==> config.mk <==
export PLATFORM = sky130hd
export DESIGN_NAME = xml_char_tokenizer_core
export DESIGN_NICKNAME = d
export VERILOG_FILES = /design/src/rtl/core/xct_pkg.sv /design/src/rtl/core/xct_step.sv /design/src/rtl/core/xml_char_tokenizer_core.sv
export VERILOG_INCLUDE_DIRS = /design/src /design/src/rtl/core
export SDC_FILE = /design/constraint.sdc
export NUM_CORES = 1
export LEC_CHECK = 0
export BUFFER_PORTS_ARGS = -buffer_cell sky130_fd_sc_hd__buf_2
export CORE_MARGIN = 3
export CORE_UTILIZATION = 45
export DETAILED_ROUTE_END_ITERATION = 7
export GPL_ROUTABILITY_DRIVEN = 1
export GPL_TIMING_DRIVEN = 0
export PLACE_DENSITY = 0.68
export SYNTH_ARGS = -nofsm -noshare
export SYNTH_HDL_FRONTEND = slang
export SYNTH_SLANG_ARGS = --single-unit
==> constraint.sdc <==
create_clock -name clk -period 3.6 [get_ports clk]
set_input_delay 0.72 -clock clk [delete_from_list [all_inputs] [get_ports clk]]
set_output_delay 0.72 -clock clk [all_outputs]
set_load 0.01 [all_outputs]
==> src/rtl/core/xml_char_tokenizer_core_assert.svh <==
// Assertion macros for the XML character tokenizer core.
// Used by modules under rtl/core; the bodies are empty in synthesis builds.
`ifndef XML_CHAR_TOKENIZER_CORE_ASSERT_SVH
`define XML_CHAR_TOKENIZER_CORE_ASSERT_SVH

`ifndef SYNTHESIS
`define XCT_ASSERT_IMPLY(label, clk, rst_n, cond, expr) \
    label: assert property (@(posedge clk) disable iff (!rst_n) (cond) |-> (expr)) \
        else $error("xct assertion failed: same-cycle implication");
`define XCT_ASSERT_NEXT(label, clk, rst_n, cond, expr) \
    label: assert property (@(posedge clk) disable iff (!rst_n) (cond) |=> (expr)) \
        else $error("xct assertion failed: next-cycle implication");
`else
`define XCT_ASSERT_IMPLY(label, clk, rst_n, cond, expr)
`define XCT_ASSERT_NEXT(label, clk, rst_n, cond, expr)
`endif

`endif

==> src/rtl/core/xct_pkg.sv <==
// Shared types and constants for the XML character tokenizer core.
// No dependencies; used by xct_step and xml_char_tokenizer_core.
`timescale 1ns / 1ps
`default_nettype none

package xct_pkg;

    localparam int MAX_DEPTH = 32;
    localparam int LVL_W     = $clog2(MAX_DEPTH);
    localparam int DEPTH_W   = 5;
    localparam int TDATA_W   = 24;

    localparam logic [7:0] CH_NUL   = 8'h00;
    localparam logic [7:0] CH_SPACE = 8'h20;
    localparam logic [7:0] CH_DEL   = 8'h7F;
    localparam logic [7:0] CH_LT    = 8'h3C;
    localparam logic [7:0] CH_SLASH = 8'h2F;
    localparam logic [7:0] CH_GT    = 8'h3E;
    localparam logic [7:0] CH_BANG  = 8'h21;
    localparam logic [7:0] CH_QMARK = 8'h3F;
    localparam logic [7:0] CH_EQ    = 8'h3D;
    localparam logic [7:0] CH_QUOTE = 8'h22;

    typedef enum logic [3:0] {
        ST_LABEL  = 4'd0,
        ST_NAME   = 4'd1,
        ST_ANAME  = 4'd2,
        ST_AVALUE = 4'd3,
        ST_STRING = 4'd4,
        ST_AWAIT  = 4'd5,
        ST_EQUAL  = 4'd6,
        ST_BODY   = 4'd7,
        ST_EXIT   = 4'd9,
        ST_IGNORE = 4'd10
    } parse_state_t;

    typedef enum logic [2:0] {
        KIND_NONE       = 3'd0,
        KIND_ELEM       = 3'd1,
        KIND_ATTR_NAME  = 3'd2,
        KIND_ATTR_VALUE = 3'd3,
        KIND_TEXT       = 3'd4
    } kind_t;

    typedef enum logic [1:0] {
        STAT_RUNNING   = 2'd0,
        STAT_PAST_ROOT = 2'd1,
        STAT_OVERFLOW  = 2'd2,
        STAT_ZERO_END  = 2'd3
    } status_t;

    typedef struct packed {
        parse_state_t     state;
        logic [LVL_W-1:0] level;
        logic             skip;
        status_t          done;
    } tok_state_t;

    typedef struct packed {
        kind_t              kind;
        logic               char_valid;
        logic [7:0]         out_char;
        logic               rec_end;
        logic               level_open;
        logic               level_close;
        logic [DEPTH_W-1:0] depth;
        status_t            status;
    } result_t;

    localparam tok_state_t TOK_RESET = '{
        state: ST_BODY,
        level: '0,
        skip:  1'b1,
        done:  STAT_RUNNING
    };

endpackage

`default_nettype wire

==> src/rtl/core/xct_step.sv <==
// Per-byte transition logic of the XML tokenizer: table lookup, depth
// check and record output. Pure combinational; depends on xct_pkg.
`timescale 1ns / 1ps
`default_nettype none

module xct_step (
    input  wire logic [7:0]         in_byte,
    input  wire logic               start_of_doc,
    input  wire xct_pkg::tok_state_t cur_state,
    output xct_pkg::tok_state_t      nxt_state,
    output xct_pkg::result_t         result
);

    typedef enum logic [1:0] {
        DIR_KEEP,
        DIR_UP,
        DIR_DOWN
    } dir_t;

    xct_pkg::tok_state_t   cur;
    xct_pkg::parse_state_t to;
    dir_t                  dir;
    logic                  hit;
    logic                  cross_rec;
    logic                  slack;
    logic                  slack_eff;
    logic                  sep;
    logic                  cur_rec;
    logic                  to_rec;
    logic                  ovf;
    logic                  unf;
    logic [xct_pkg::LVL_W+xct_pkg::DEPTH_W-1:0] depth_wide;

    function automatic logic is_rec(input xct_pkg::parse_state_t s);
        return (s == xct_pkg::ST_NAME) || (s == xct_pkg::ST_ANAME) ||
               (s == xct_pkg::ST_AVALUE) || (s == xct_pkg::ST_STRING);
    endfunction

    function automatic xct_pkg::kind_t kind_of(input xct_pkg::parse_state_t s);
        xct_pkg::kind_t k;
        unique case (s)
            xct_pkg::ST_NAME:   k = xct_pkg::KIND_ELEM;
            xct_pkg::ST_ANAME:  k = xct_pkg::KIND_ATTR_NAME;
            xct_pkg::ST_AVALUE: k = xct_pkg::KIND_ATTR_VALUE;
            xct_pkg::ST_STRING: k = xct_pkg::KIND_TEXT;
            default:            k = xct_pkg::KIND_NONE;
        endcase
        return k;
    endfunction

    assign cur = start_of_doc ? xct_pkg::TOK_RESET : cur_state;
    assign sep = (in_byte <= xct_pkg::CH_SPACE) || (in_byte >= xct_pkg::CH_DEL);

    // transition table: exact code first, then separator/wildcard entry
    always_comb
    begin
        hit       = 1'b1;
        to        = cur.state;
        dir       = DIR_KEEP;
        cross_rec = 1'b0;
        slack     = 1'b1;
        unique case (cur.state)
            xct_pkg::ST_BODY:
            begin
                if (in_byte == xct_pkg::CH_LT) begin
                    to = xct_pkg::ST_LABEL;
                end else begin
                    to = xct_pkg::ST_STRING; dir = DIR_UP; cross_rec = 1'b1; slack = 1'b0;
                end
            end
            xct_pkg::ST_LABEL:
            begin
                if (in_byte == xct_pkg::CH_SLASH) begin
                    to = xct_pkg::ST_EXIT;
                end else if (in_byte == xct_pkg::CH_BANG || in_byte == xct_pkg::CH_QMARK) begin
                    to = xct_pkg::ST_IGNORE;
                end else begin
                    to = xct_pkg::ST_NAME; dir = DIR_UP; cross_rec = 1'b1; slack = 1'b0;
                end
            end
            xct_pkg::ST_AWAIT:
            begin
                if (in_byte == xct_pkg::CH_SLASH) begin
                    to = xct_pkg::ST_EXIT;
                end else if (in_byte == xct_pkg::CH_GT) begin
                    to = xct_pkg::ST_BODY;
                end else begin
                    to = xct_pkg::ST_ANAME; dir = DIR_UP; cross_rec = 1'b1;
                end
            end
            xct_pkg::ST_EXIT:
            begin
                if (in_byte == xct_pkg::CH_GT) begin
                    to = xct_pkg::ST_BODY; dir = DIR_DOWN;
                end else begin
                    hit = 1'b0;
                end
            end
            xct_pkg::ST_IGNORE:
            begin
                if (in_byte == xct_pkg::CH_GT) to = xct_pkg::ST_BODY;
                else hit = 1'b0;
            end
            xct_pkg::ST_ANAME:
            begin
                if (in_byte == xct_pkg::CH_EQ) to = xct_pkg::ST_EQUAL;
                else hit = 1'b0;
            end
            xct_pkg::ST_EQUAL:
            begin
                if (in_byte == xct_pkg::CH_QUOTE) begin
                    to = xct_pkg::ST_AVALUE; slack = 1'b0;
                end else begin
                    hit = 1'b0;
                end
            end
            xct_pkg::ST_AVALUE:
            begin
                if (in_byte == xct_pkg::CH_QUOTE) begin
                    to = xct_pkg::ST_AWAIT; dir = DIR_DOWN;
                end else begin
                    hit = 1'b0;
                end
            end
            xct_pkg::ST_NAME:
            begin
                if (in_byte == xct_pkg::CH_GT) to = xct_pkg::ST_BODY;
                else if (sep) to = xct_pkg::ST_AWAIT;
                else hit = 1'b0;
            end
            xct_pkg::ST_STRING:
            begin
                if (in_byte == xct_pkg::CH_LT) begin
                    to = xct_pkg::ST_LABEL; dir = DIR_DOWN; slack = 1'b0;
                end else if (sep) begin
                    to = xct_pkg::ST_BODY; dir = DIR_DOWN;
                end else begin
                    hit = 1'b0;
                end
            end
            default:
            begin
                hit = 1'b0;
            end
        endcase
    end

    assign slack_eff = hit ? slack : cur.skip;
    assign cur_rec   = is_rec(cur.state);
    assign to_rec    = is_rec(to);
    assign ovf = (dir == DIR_UP) && (cur.level == xct_pkg::LVL_W'(xct_pkg::MAX_DEPTH - 1));
    assign unf = (dir == DIR_DOWN) && (cur.level == '0);

    always_comb
    begin
        nxt_state = cur;
        result    = '0;
        if (cur.done == xct_pkg::STAT_RUNNING) begin
            if (in_byte == xct_pkg::CH_NUL) begin
                nxt_state.done = xct_pkg::STAT_ZERO_END;
            end else if (!(cur.skip && sep)) begin
                if (ovf) begin
                    nxt_state.done = xct_pkg::STAT_OVERFLOW;
                end else if (unf) begin
                    nxt_state.done = xct_pkg::STAT_PAST_ROOT;
                end else begin
                    result.level_open  = (dir == DIR_UP);
                    result.level_close = (dir == DIR_DOWN);
                    if (cur_rec && !to_rec) begin
                        result.kind    = kind_of(cur.state);
                        result.rec_end = 1'b1;
                    end else if (cross_rec || cur_rec) begin
                        result.kind       = cross_rec ? kind_of(to) : kind_of(cur.state);
                        result.char_valid = 1'b1;
                        result.out_char   = in_byte;
                    end
                    unique case (dir)
                        DIR_UP:   nxt_state.level = cur.level + xct_pkg::LVL_W'(1);
                        DIR_DOWN: nxt_state.level = cur.level - xct_pkg::LVL_W'(1);
                        default:  nxt_state.level = cur.level;
                    endcase
                    nxt_state.state = to;
                    nxt_state.skip  = slack_eff;
                end
            end
        end
        depth_wide    = {{xct_pkg::DEPTH_W{1'b0}}, nxt_state.level};
        result.depth  = depth_wide[xct_pkg::DEPTH_W-1:0];
        result.status = nxt_state.done;
    end

endmodule

`default_nettype wire

==> src/rtl/core/xml_char_tokenizer_core.sv <==
// Pipeline: an input beat goes through the input register, then the result
//   register, to its output beat. Throughput: one byte per cycle while m_tready
//   does not stall, set by the single pass through the transition table between the two registers.
// Reset (rst_n low, async): pipeline empty, parse state body, depth zero,
//   blank skipping on, status running. A beat with tuser set restarts the doc.
`timescale 1ns / 1ps
`default_nettype none
`include "xml_char_tokenizer_core_assert.svh"

// Top level: input stage, xct_step, result stage. Depends on xct_pkg.
module xml_char_tokenizer_core (
    input  wire logic                        clk,
    input  wire logic                        rst_n,
    input  wire logic                        s_tvalid,
    output logic                             s_tready,
    input  wire logic [7:0]                  s_tdata,  // [7:0] in_byte
    input  wire logic                        s_tuser,  // [0] start_of_doc
    output logic                             m_tvalid,
    input  wire logic                        m_tready,
    // [0] char_valid, [8:1] out_char, [9] level_open, [10] level_close,
    // [15:11] nest_depth, [17:16] parse_status, [23:18] zero
    output logic [xct_pkg::TDATA_W-1:0]      m_tdata,
    output logic [2:0]                       m_tuser,  // [2:0] record_kind
    output logic                             m_tlast   // record_end
);

    logic                in_valid_reg;
    logic                in_valid_next;
    logic [7:0]          in_byte_reg;
    logic                in_start_reg;
    logic                out_valid_reg;
    logic                out_valid_next;
    xct_pkg::result_t    out_reg;
    xct_pkg::result_t    step_result;
    xct_pkg::tok_state_t tok_reg;
    xct_pkg::tok_state_t tok_next;
    logic                advance;
    logic                in_fire;

    assign advance  = in_valid_reg && (!out_valid_reg || m_tready);
    assign s_tready = !in_valid_reg || advance;
    assign in_fire  = s_tvalid && s_tready;

    xct_step u_step (
        .in_byte      (in_byte_reg),
        .start_of_doc (in_start_reg),
        .cur_state    (tok_reg),
        .nxt_state    (tok_next),
        .result       (step_result)
    );

    always_comb
    begin
        in_valid_next = in_valid_reg;
        if (in_fire) in_valid_next = 1'b1;
        else if (advance) in_valid_next = 1'b0;

        out_valid_next = out_valid_reg;
        if (advance) out_valid_next = 1'b1;
        else if (m_tready) out_valid_next = 1'b0;
    end

    always_ff @(posedge clk or negedge rst_n)
    begin
        if (!rst_n) begin
            in_valid_reg  <= 1'b0;
            out_valid_reg <= 1'b0;
            tok_reg       <= xct_pkg::TOK_RESET;
        end else begin
            in_valid_reg  <= in_valid_next;
            out_valid_reg <= out_valid_next;
            if (advance) tok_reg <= tok_next;
        end
    end

    always_ff @(posedge clk)
    begin
        if (in_fire) begin
            in_byte_reg  <= s_tdata;
            in_start_reg <= s_tuser;
        end
        if (advance) out_reg <= step_result;
    end

    assign m_tvalid = out_valid_reg;
    assign m_tuser  = out_reg.kind;
    assign m_tlast  = out_reg.rec_end;
    assign m_tdata  = {6'b0, out_reg.status, out_reg.depth, out_reg.level_close,
                       out_reg.level_open, out_reg.out_char, out_reg.char_valid};

    // a beat carries a char or an end marker, never both
    `XCT_ASSERT_IMPLY(a_char_or_end, clk, rst_n, m_tvalid, !(out_reg.char_valid && out_reg.rec_end))
    `XCT_ASSERT_IMPLY(a_char_has_kind, clk, rst_n, m_tvalid && (out_reg.char_valid || out_reg.rec_end), out_reg.kind != xct_pkg::KIND_NONE)
    `XCT_ASSERT_IMPLY(a_open_close, clk, rst_n, m_tvalid, !(out_reg.level_open && out_reg.level_close))
    // once finished, the parser holds until a new document starts
    `XCT_ASSERT_NEXT(a_done_hold, clk, rst_n, advance && !in_start_reg && tok_reg.done != xct_pkg::STAT_RUNNING, $stable(tok_reg))

endmodule

`default_nettype wire

Word level (Yosys, flattened, before mapping)
Cells that the tools add are included.

operators by class
  bitwise operators = 2
  order comparisons = 2
  muxes and demuxes = 63
  reductions and logical operators = 32
  equal/unequal tests = 23
  add/sub/neg operators = 2

operators by type and width
  operator                                                                             number
  8-bit by 6-bit equality test with 1-bit output, second input constant                7
  12-bit 2-to-1 mux                                                                    4
  4-bit 2-to-1 mux                                                                     11
  4-bit case mux with 9 select lines                                                   1
  10-bit 2-to-1 mux                                                                    3
  1-bit 2-to-1 mux                                                                     24
  3-bit case mux with 4 select lines                                                   2
  4-bit by 3-bit equality test with 1-bit output, second input constant                5
  2-bit 2-to-1 mux                                                                     9
  4-bit by 2-bit equality test with 1-bit output, second input constant                4
  3-bit 2-to-1 mux                                                                     4
  2-bit case mux with 6 select lines                                                   1
  1-bit logical OR                                                                     11
  5-bit case mux with 2 select lines                                                   1
  4-bit by 1-bit equality test with 1-bit output, second input constant                2
  4-bit equality test, second input constant                                           2
  8-bit by 7-bit greater-or-equal comparator with 1-bit output, second input constant  1
  8-bit by 6-bit less-or-equal comparator with 1-bit output, second input constant     1
  8-bit zero test                                                                      1
  7-bit OR reduction                                                                   1
  1-bit logical AND                                                                    6
  1-bit case mux with 6 select lines                                                   1
  6-bit OR reduction                                                                   1
  5-bit by 1-bit adder with 5-bit output, second input constant                        1
  15 further kinds                                                                     20

word-level totals
  register bits = 45
  logic and storage cells = 140
  input bits = 13
  output and inout bits = 30

Longest topological paths before layout
Gate-level depths: netlist (run 1).

  word-level depth = 12
  gate-level depth with buffers = 17
  mapped depth without buffers = 16

By module
From an unflattened synthesis (run 1), not the netlist that was laid out.

second synthesis, totals
  cells, all modules = 312
  area, all modules = 3108.0 um^2

modules (own cells, without submodules)
  module                   seq. area each (um^2)  cells an instance  area each (um^2)  times used
  xml_char_tokenizer_core  1286.2                 72                 1580.3            1
  xct_step                 0.0                    240                1527.7            1

Least setup slack after synthesis (run 1)
Ideal clock, no wire load.

  kind = reg2reg
  start point = register in_byte_reg[6]
  end point = register tok_reg[6] in the netlist's numbering
  arrival = 3.257 ns
  period minus slack after synthesis = 3.381 ns
  library setup time = 0.125 ns
  path buffers = 1
  cell stages (with the launch flop) = 15
  required time = 3.475 ns
  path slack = 0.219 ns
  path through = edfxtp_1 -> or3b_1 -> buf_6 -> or3_1 -> nand3_1 -> and3_1 -> inv_1 -> ha_1 -> nand2_1 -> nor3_1 -> a21oi_1 -> nand3_2 -> nor2_1 -> mux2_1 -> mux2_2

RTL lines
  item                      RTL line                       RTL
  start: declaration        xml_char_tokenizer_core.sv:29  logic [7:0] in_byte_reg;
  start signal: assignment  xml_char_tokenizer_core.sv:79  in_byte_reg <= s_tdata;
  end signal: assignment    xml_char_tokenizer_core.sv:68  tok_reg <= xct_pkg::TOK_RESET;
  end signal: assignment    xml_char_tokenizer_core.sv:72  if (advance) tok_reg <= tok_next;
  end: declaration          xml_char_tokenizer_core.sv:35  xct_pkg::tok_state_t tok_reg;

==> results.sh, run 1 <==
export IMPL_start_util_pct=46.9
export IMPL_synth_edf_count=31
export IMPL_cts_buffers=5
export IMPL_synth_commonest_cells="nor2_1, edfxtp_1, nand2_1"
export IMPL_die_x_um=87.8
export IMPL_yosys_area_share_simple_pct=24.5
export IMPL_comb_power_share_pct=47.1
export IMPL_p_int_mw=1.24
export IMPL_r2r_cells=12
export IMPL_synth_top_family_by_area="simple AND/OR/NAND/NOR gates"
export IMPL_vias=2521
export IMPL_grt_pass1_vias=2287
export IMPL_reg2reg_to="tok_reg[6]"
export IMPL_hold_path_class="primary input to async pin"
export IMPL_cts_path_max_buffers=2
export IMPL_path_class="flop to flop"
export IMPL_p_seq_share_pct=36.0
export IMPL_dp_hpwl_mm=5.29
export IMPL_dpl_cell_count=421
export IMPL_hold_violations=0
export IMPL_grt_overflow=0
export IMPL_synth_most_common_cell="nor2_1"
export IMPL_cts_tree="built"
export IMPL_avgSynthCellArea_um2=9.94
export IMPL_yosys_top_cells_area="edfxtp_1, dfrtp_1, nor2_1"
export IMPL_muxShareOfSynthArea_pct=2.91
export IMPL_yosys_area_top_type="edfxtp_1"
export IMPL_nFillCells=558
export IMPL_netlist_area_um2=3010
export IMPL_period_minus_slack_ps=3440
export IMPL_ant_nets=0
export IMPL_antenna_found_initial=0
export IMPL_die_area_um2=7710
export IMPL_drive_above_1_share_pct=34.0
export IMPL_setup_viol=0
export IMPL_first_pass_iters=5
export IMPL_finClkSkew_ps=3.16
export IMPL_slowest_delay_ps=480
export IMPL_rrSetupSlack_ps=160
export IMPL_post_dp_cell_area_um2=3310
export IMPL_io_pins=43
export IMPL_grt_usage_pct=18.8
export IMPL_swShare_pct=38.5
export IMPL_yosys_warnings=0
export IMPL_leakage_nw=1.48
export IMPL_startpoint_type="flop"
export IMPL_nets=389
export IMPL_finalCritPeriodShare_pct=95.5
export IMPL_largest_reg_flops=18
export IMPL_cts_hold_buf=0
export IMPL_p_per_area_nw_per_um2=554
export IMPL_cp_slowest_cell="edfxtp_1"
export IMPL_grt_max_degree=32
export IMPL_area_growth_pct=20.7
export IMPL_gp_congestion=0.983
export IMPL_insertion_delay_ps=300
export IMPL_synthFlopType="edfxtp_1"
export IMPL_peakVddDrop_mv=0.289
export IMPL_crit_chain="or3b_4 > buf_6 > o32ai_2 > and3_4 > ha_4 > buf_4 > ha_1 > a21o_1 > a21oi_2 > xnor2_1 > mux2_1 > mux2_2"
export IMPL_tightest_slew_ps=802
export IMPL_grt_pass1_wl_mm=11.3
export IMPL_cts_sinks=45
export IMPL_r2r_start="in_byte_reg[6]"
export IMPL_wirelength_mm=7.18
export IMPL_synth_compound_area_share_pct=17.0
export IMPL_numPortBuffers=36
export IMPL_avgRoutedWirePerCell_um=16.0
export IMPL_final_area_um2=3640
export IMPL_first_iter_violations=258
export IMPL_status="finished clean"
export IMPL_synth_top_area_share_pct=30.9
export IMPL_cts_clk_slew_worst_paths_ps=80
export IMPL_required_ps=3790
export IMPL_rows=29
export IMPL_pwr_share_clk_pct=16.9
export IMPL_ys_seq_elements=45
export IMPL_ys_seq_area_share_pct=42.7
export IMPL_slew_headroom_pct=46.4
export IMPL_die_h_um=87.8
export IMPL_crit_arrival_ps=3630
export IMPL_cap_viol_max_count=0
export IMPL_core_um2=6420
export IMPL_synthXorXnorAreaFrac_pct=2.95
export IMPL_cts_root_buf="clkbuf_8"
export IMPL_path_max_fanout=9
export IMPL_synth_cell_type_count=78
export IMPL_drc=0
export IMPL_fmax_mhz=291
export IMPL_end_kind="flop"
export IMPL_antenna_cells=0
export IMPL_stdcell_count=448
export IMPL_async_reset_ff_share_pct=31.1
export IMPL_drv_slew=0
export IMPL_avgViaCountPerCell=5.63
export IMPL_power_switching_mw=0.776
export IMPL_synth_fa_ha_area_share_pct=2.74
export IMPL_syn_inst=303
export IMPL_htree_levels=2
[per-stage QoR]
step           util (%)  TNS, ps  worst slack (ps)  power (mW)  hold slack [ps]
6_report           56.6        0               161        2.02              310
3_5_place_dp       51.5     -925              -253        1.61              483
2_1_floorplan         -        0               219        1.38              424
5_1_grt            56.6    -24.1             -24.1        2.13              324
4_1_cts            53.6    -56.1             -49.8        1.96              323
3_3_place_gp       51.5    -1170              -286        1.60              471
[worst max path at each step]
stage,startpoint,to,slack [ps],depth (start not counted)
global route,in_byte_reg[5],tok_reg[7],-20,16
detailed placement,in_byte_reg[6],tok_reg[7],-250,15
finish,in_byte_reg[6],tok_reg[6],160,12
CTS,in_byte_reg[7],tok_reg[6],-50,14
floorplan,in_byte_reg[6],tok_reg[6],220,14
global placement,tok_reg[10],tok_reg[6],-290,14
[placed cells by master, fill, tap and decap left out, types with 4 or more instances in the layout]
| cell | count |
|---|---|
| mux2_2 | 5 |
| or3_1 | 4 |
| a21oi_2 | 6 |
| o21ai_0 | 9 |
| a21oi_1 | 8 |
| edfxtp_1 | 31 |
| nor3_1 | 5 |
| nand2b_1 | 6 |
| buf_4 | 27 |
| xor2_1 | 4 |
| nor2b_1 | 8 |
| dfstp_2 | 4 |
| clkbuf_8 | 13 |
| nor2_1 | 33 |
| inv_1 | 9 |
| o22ai_1 | 4 |
| buf_2 | 36 |
| conb_1 | 6 |
| and3_1 | 4 |
| dfrtp_1 | 10 |
| nand2_1 | 29 |
| nand3_1 | 10 |
[area by class of cell]
cell class	instances	area (um2)	share of cell area (%)
multi-input cells	233	1610	44.2
flip-flops and latches	45	1290	35.4
repair buffers	56	330	9.08
plain buffers	20	180	4.95
clock buffers	7	96.3	2.65
well taps	77	96.3	2.65
inverters	9	33.8	0.929
clock inverters	1	5.00	0.138
[layer usage]
| metal | vias up | global-route usage (%) | wire length (um) |
|---|---|---|---|
| met2 | 109 | 28.4 | 3180 |
| met1 | 1162 | 27.2 | 3400 |
| met3 | 15 | 3.20 | 442 |
| li1 | 1235 | - | - |
| met4 | 0 | 6.28 | 148 |
| met5 | - | 0 | 0 |
[power by group through the flow]
stage | combinational (mW) | clock (mW) | sequential, mW
6_report | 0.949 | 0.342 | 0.725
5_1_grt | 1.03 | 0.373 | 0.734
4_1_cts | 0.897 | 0.350 | 0.714
3_5_place_dp | 0.881 | 0 | 0.724
3_3_place_gp | 0.881 | 0 | 0.722
2_1_floorplan | 0.639 | 0 | 0.742
[critical path, delay by kind of cell, from the launching register on]
family	cells	cell delay (ps)
adders and majority gates	2	430
buffers and inverters	2	280
DFF	1	480
xor gates and xnor gates	1	80
muxes	2	570
and+or+nand+nor	2	740
AOI/OAI and AO/OA	3	750
[what timing repair did]
action,in CTS,in global routing
resized for setup,7,15
pin swaps,0,6
endpoints found under the setup margin,8,18
setup buffers,0,20
[logic make-up after synthesis]
kind of cell / count (synthesis)
simple gates: 137
mux: 8
fa+ha+maj: 6
other cells: 1
xor+xnor: 8
buf+inv: 30
flops: 45
compound gates: 68
Power figures use the tool's default switching activity.
==> run 2, diff against run 1 <==
--- a/config.mk
+++ b/config.mk
@@ -12,7 +12,7 @@
 export DETAILED_ROUTE_END_ITERATION = 7
 export GPL_ROUTABILITY_DRIVEN = 1
 export GPL_TIMING_DRIVEN = 0
-export PLACE_DENSITY = 0.68
+export PLACE_DENSITY = 0.72
 export SYNTH_ARGS = -nofsm -noshare
 export SYNTH_HDL_FRONTEND = slang
 export SYNTH_SLANG_ARGS = --single-unit
==> constraint.sdc (replaced) <==
create_clock -name clk -period 3.57 [get_ports clk]
set_input_delay 0.714 -clock clk [delete_from_list [all_inputs] [get_ports clk]]
set_output_delay 0.714 -clock clk [all_outputs]
set_load 0.01 [all_outputs]
==> run 2 against run 1 <==
  * Setup slack worse by 70 ps
  * Final cell count down 0.22%
  * Power grew 1.2%
  * Wire length grew 4.9%
  * Critical path type unchanged
  * Clock skew grew 3.0 ps
==> results.sh, run 2 (synthesis gave the netlist of run 1 again) <==
export IMPL_path_class="flop to flop"
export IMPL_path_delay_family="simple AND/OR/NAND/NOR gates"
export IMPL_antenna_cells=0
export IMPL_hold_path_class="primary input to async pin"
export IMPL_final_common_cell="buf_2"
export IMPL_cts_clk_slew_worst_paths_ps=80
export IMPL_avgRoutedWirePerCell_um=16.8
export IMPL_slowest_delay_ps=450
export IMPL_power_switching_mw=0.783
export IMPL_p_int_mw=1.26
export IMPL_cts_buffers=5
export IMPL_setup_tns_final_ps=0
export IMPL_start_util_pct=46.9
export IMPL_worst_slack_ps=91.8
export IMPL_post_dp_cell_area_um2=3310
export IMPL_first_pass_iters=5
export IMPL_slew_headroom_pct=47.9
export IMPL_grt_overflow=0
export IMPL_pwr_share_clk_pct=17.1
export IMPL_end_kind="flop"
export IMPL_fmax_mhz=288
export IMPL_ant_nets=0
export IMPL_peakVddDrop_mv=0.268
export IMPL_finalCritPeriodShare_pct=97.4
export IMPL_seq_area_um2=1290
export IMPL_rows=29
export IMPL_nFillCells=545
export IMPL_drv_slew=0
export IMPL_first_iter_violations=253
export IMPL_die_area_um2=7710
export IMPL_post_place_ws_ps=-302
export IMPL_crit_arrival_ps=3670
export IMPL_tightest_slew_ps=780
export IMPL_cts_sinks=45
export IMPL_hold_violations=0
export IMPL_grt_pass1_vias=2264
export IMPL_avgViaCountPerCell=5.87
export IMPL_cts_path_max_buffers=2
export IMPL_required_ps=3760
export IMPL_rsz0062_at_grt="true"
export IMPL_area_growth_pct=20.8
export IMPL_gp_congestion=0.959
export IMPL_nets=388
export IMPL_numPortBuffers=36
export IMPL_wirelength_mm=7.53
export IMPL_multi_input_area_um2=1620
export IMPL_drive_above_1_share_pct=34.3
export IMPL_final_area_um2=3640
export IMPL_status="finished clean"
export IMPL_cts_root_buf="clkbuf_8"
export IMPL_vias=2626
export IMPL_cap_viol_max_count=0
export IMPL_path_max_fanout=9
export IMPL_cts_tree="built"
export IMPL_finClkSkew_ps=6.18
export IMPL_final_cell_mix="buf_2, nor2_1, edfxtp_1, nand2_1, buf_4"
export IMPL_io_pins=43
export IMPL_largest_reg_flops=18
export IMPL_period_minus_slack_ps=3480
export IMPL_htree_levels=2
export IMPL_core_um2=6420
export IMPL_comb_power_share_pct=47.0
export IMPL_leakage_nw=1.47
export IMPL_dp_hpwl_mm=5.35
export IMPL_startpoint_type="flop"
export IMPL_drc=0
export IMPL_swShare_pct=38.4
export IMPL_die_h_um=87.8
export IMPL_p_per_area_nw_per_um2=560
export IMPL_grt_usage_pct=19.5
export IMPL_cp_slowest_cell="fa_1"
export IMPL_grt_max_degree=32
export IMPL_p_seq_share_pct=35.9
export IMPL_setup_viol=0
export IMPL_antenna_found_initial=0
export IMPL_grt_pass1_wl_mm=11.6
export IMPL_crit_chain="clkbuf_8 > or3_1 > nor3_1 > o21ai_1 > and3_4 > ha_4 > fa_1 > a21o_1 > a21oi_2 > xor2_1 > nor2_1 > a31oi_1 > o22ai_1 > mux2_2"
export IMPL_die_x_um=87.8
export IMPL_cp_buffers_inverters=1
export IMPL_insertion_delay_ps=300
[run 2: path summary, 6_finish.rpt]
check,start,end,slack (ps),depth (start not counted)
worst min register to register,in_valid_reg,m_tvalid,500,1
worst max register to register,tok_reg[8],tok_reg[7],90,14
worst max-delay path,tok_reg[8],tok_reg[7],90,14
min in group clk,in_valid_reg,m_tvalid,500,1
max in group asynchronous,rst_n,tok_reg[2],2960,1
worst min-delay path,rst_n,tok_reg[5],310,1
[run 2: area by class of cell]
type                            instances  share of cell area (%)
Clock buffer                            7                    2.65
Clock inverter                          1                   0.138
Sequential cell                        45                    35.3
Buffer                                 20                    4.95
Inverter                                9                   0.928
Timing Repair Buffer                   55                    8.87
Multi-Input combinational cell        233                    44.5
Tap cell                               77                    2.65
[run 2: per-stage QoR]
step           hold slack [ps]  instances  utilization [%]  power, mW
2_1_floorplan              418        308                -       1.39
3_3_place_gp               474        421             51.5       1.62
3_5_place_dp               487        421             51.5       1.62
4_1_cts                    315        430             53.8       1.99
5_1_grt                    329        447             56.7       2.16
6_report                   306        447             56.7       2.04
[run 2: metal layers]
metal	up-vias	GRT usage (%)	part of all wire [%]
li1	1241	-	-
met1	1236	28.7	45
met2	130	29.3	46
met3	19	3.10	6.4
met4	0	6.00	2.1
met5	-	0	0
[run 2: power groups by stage]
stage / sequential (mW) / combinational (mW) / clock (mW)
after floorplan: 0.749 / 0.645 / 0
after global placement: 0.728 / 0.889 / 0
after detailed placement: 0.733 / 0.889 / 0
after CTS: 0.722 / 0.915 / 0.354
after global routing: 0.746 / 1.04 / 0.375
final: 0.732 / 0.958 / 0.348
[run 2: repair_timing]
action                     4_1_cts  5_1_grt
hold buffers                     0        0
setup buffers                    1       18
setup endpoints to repair        9       14
gates resized for setup         11       15
pin swaps                        1        6
==> run 3, diff against run 2 <==
==> constraint.sdc (replaced) <==
create_clock -name clk -period 3.7 [get_ports clk]
set_input_delay 0.74 -clock clk [delete_from_list [all_inputs] [get_ports clk]]
set_output_delay 0.74 -clock clk [all_outputs]
set_load 0.01 [all_outputs]
==> run 3 against run 2 <==
  * Die area unchanged
  * Flip-flop and latch count unchanged
  * Clock skew about the same
  * Via count down 2.9%
  * Setup slack better by 14 ps
  * Hold slack better by 28 ps
  * Final cell count down 3.1%
  * Sequential share of layout area up 1.5 points
  * First-iteration DRC count down 7.5%
  * Critical endpoint is now tok_reg[6]
  * Largest power group unchanged
==> results.sh, run 3 (synthesis gave the netlist of run 1 again) <==
export IMPL_status="finished clean"
export IMPL_grt_overflow=0
export IMPL_path_delay_family="simple AND/OR/NAND/NOR gates"
export IMPL_rsz0062_at_grt="true"
export IMPL_htree_levels=2
export IMPL_finalCritPeriodShare_pct=97.1
export IMPL_hold_violations=0
export IMPL_period_minus_slack_ps=3590
export IMPL_slowest_delay_ps=490
export IMPL_core_um2=6420
export IMPL_die_area_um2=7710
export IMPL_path_class="flop to flop"
export IMPL_drive_above_1_share_pct=29.2
export IMPL_nets=374
export IMPL_cap_viol_max_count=0
export IMPL_cp_slowest_cell="edfxtp_1"
export IMPL_dp_hpwl_mm=5.35
export IMPL_insertion_delay_ps=300
export IMPL_crit_arrival_ps=3780
export IMPL_vias=2551
export IMPL_p_per_area_nw_per_um2=556
export IMPL_first_iter_violations=234
export IMPL_cts_buffers=5
export IMPL_cts_root_buf="clkbuf_8"
export IMPL_numPortBuffers=36
export IMPL_avgRoutedWirePerCell_um=16.7
export IMPL_multi_input_area_um2=1570
export IMPL_tightest_slew_ps=762
export IMPL_required_ps=3890
export IMPL_nFillCells=574
export IMPL_largest_reg_flops=18
export IMPL_avgViaCountPerCell=5.89
export IMPL_setup_viol=0
export IMPL_final_common_cell="buf_2"
export IMPL_slew_headroom_pct=49.1
export IMPL_final_cell_mix="buf_2, nor2_1, edfxtp_1, nand2_1, clkbuf_8"
export IMPL_path_max_fanout=9
export IMPL_peakVddDrop_mv=0.262
export IMPL_rows=29
export IMPL_gp_congestion=0.959
export IMPL_hold_path_class="primary input to async pin"
export IMPL_drc=0
export IMPL_cts_clk_slew_worst_paths_ps=80
export IMPL_grt_use_met1_pct=28.5
export IMPL_grt_usage_pct=19.3
export IMPL_met3_usage_pct=3.10
export IMPL_die_h_um=87.8
export IMPL_finClkSkew_ps=5.88
export IMPL_final_core_util_pct=54.3
export IMPL_antenna_found_initial=0
export IMPL_area_growth_pct=15.8
export IMPL_ant_nets=0
export IMPL_power_total_mw=1.94
export IMPL_grt_pass1_wl_mm=11.5
export IMPL_post_place_ws_ps=-172
export IMPL_start_util_pct=46.9
export IMPL_crit_chain="or3b_1 > buf_6 > or3_1 > nand3_1 > and3_2 > inv_1 > ha_1 > nand2_1 > nor3_1 > a21oi_1 > nand3_2 > nor2_4 > mux2_1 > mux2_2"
export IMPL_grt_busiest_layer="met2"
export IMPL_first_pass_iters=5
export IMPL_cts_sinks=45
export IMPL_seq_area_um2=1290
export IMPL_cts_tree="built"
export IMPL_grt_max_degree=32
export IMPL_use_met2_pct=29.0
export IMPL_io_pins=43
export IMPL_die_x_um=87.8
export IMPL_end_kind="flop"
export IMPL_leakage_nw=1.41
export IMPL_antenna_cells=0
export IMPL_fmax_mhz=278
export IMPL_cp_buffers_inverters=2
export IMPL_wirelength_mm=7.24
export IMPL_whs_ps=334
export IMPL_worst_slack_ps=106
export IMPL_cts_path_max_buffers=2
export IMPL_grt_pass1_vias=2236
export IMPL_startpoint_type="flop"
export IMPL_drv_slew=0
run 3: cell types whose count changed in the layout (fill, tap and decap cells not counted), sizes merged:
cell | before | now
buf | 65 | 50
clkbuf | 17 | 18
run 3: worst reg2reg max path, cell delays in order (launching register included):
cell	delay, ps
edfxtp_1	490
or3b_1	430
buf_6	160
or3_1	370
nand3_1	120
and3_2	270
inv_1	60
ha_1	200
nand2_1	70
nor3_1	70
a21oi_1	230
nand3_2	180
nor2_4	220
mux2_1	360
mux2_2	270
run 3: layer usage:
layer  vias to the layer above  share of wire, %
li1                       1208                 -
met1                      1221                46
met2                       113                46
met3                         9               6.7
met4                         0               1.3
met5                         -                 0
run 3: layout make-up:
type                       instances  share of cell area, %
multi-input combinational        233                   45.1
clock buffer                       7                   2.76
clock inverter                     1                  0.143
sequential                        45                   36.9
buffer                            20                   5.16
tap                               77                   2.76
timing repair buffer              41                   6.24
inverter                           9                  0.968
run 3: report_power, final:
group / total (mW) / leakage [nW] / internal (mW) / switching [mW]
combinational: 0.897 / 0.873 / 0.366 / 0.531
sequential: 0.708 / 0.479 / 0.657 / 0.0506
clock: 0.335 / 0.0542 / 0.169 / 0.166
total: 1.94 / 1.41 / 1.19 / 0.749
run 3: timing repair:
item                                    CTS  global route
hold buffers                              0             0
pin swaps                                 0             2
gates resized for setup                   4            10
buffers inserted                          0             5
hold endpoints to repair                  0             0
endpoints found under the setup margin    7            13
run 3: metrics by stage:
stage          instances  setup TNS (ps)  area (um2)
6_report             433               0        3490
5_1_grt              433            -123        3490
4_1_cts              429               0        3420
3_5_place_dp         421            -459        3310
3_3_place_gp         421           -1100        3310
2_1_floorplan        308               0        3030
run 3: worst paths after layout:
path	startpoint	to	slack, ps	cells past startpoint
max in group asynchronous	rst_n	tok_reg[2]	3060	1
worst min-delay path	rst_n	tok_reg[4]	330	1
min in group clk	in_valid_reg	m_tvalid	500	1
worst max register to register	in_byte_reg[7]	tok_reg[6]	110	14
worst min register to register	in_valid_reg	m_tvalid	500	1
worst max-delay path	in_byte_reg[7]	tok_reg[6]	110	14
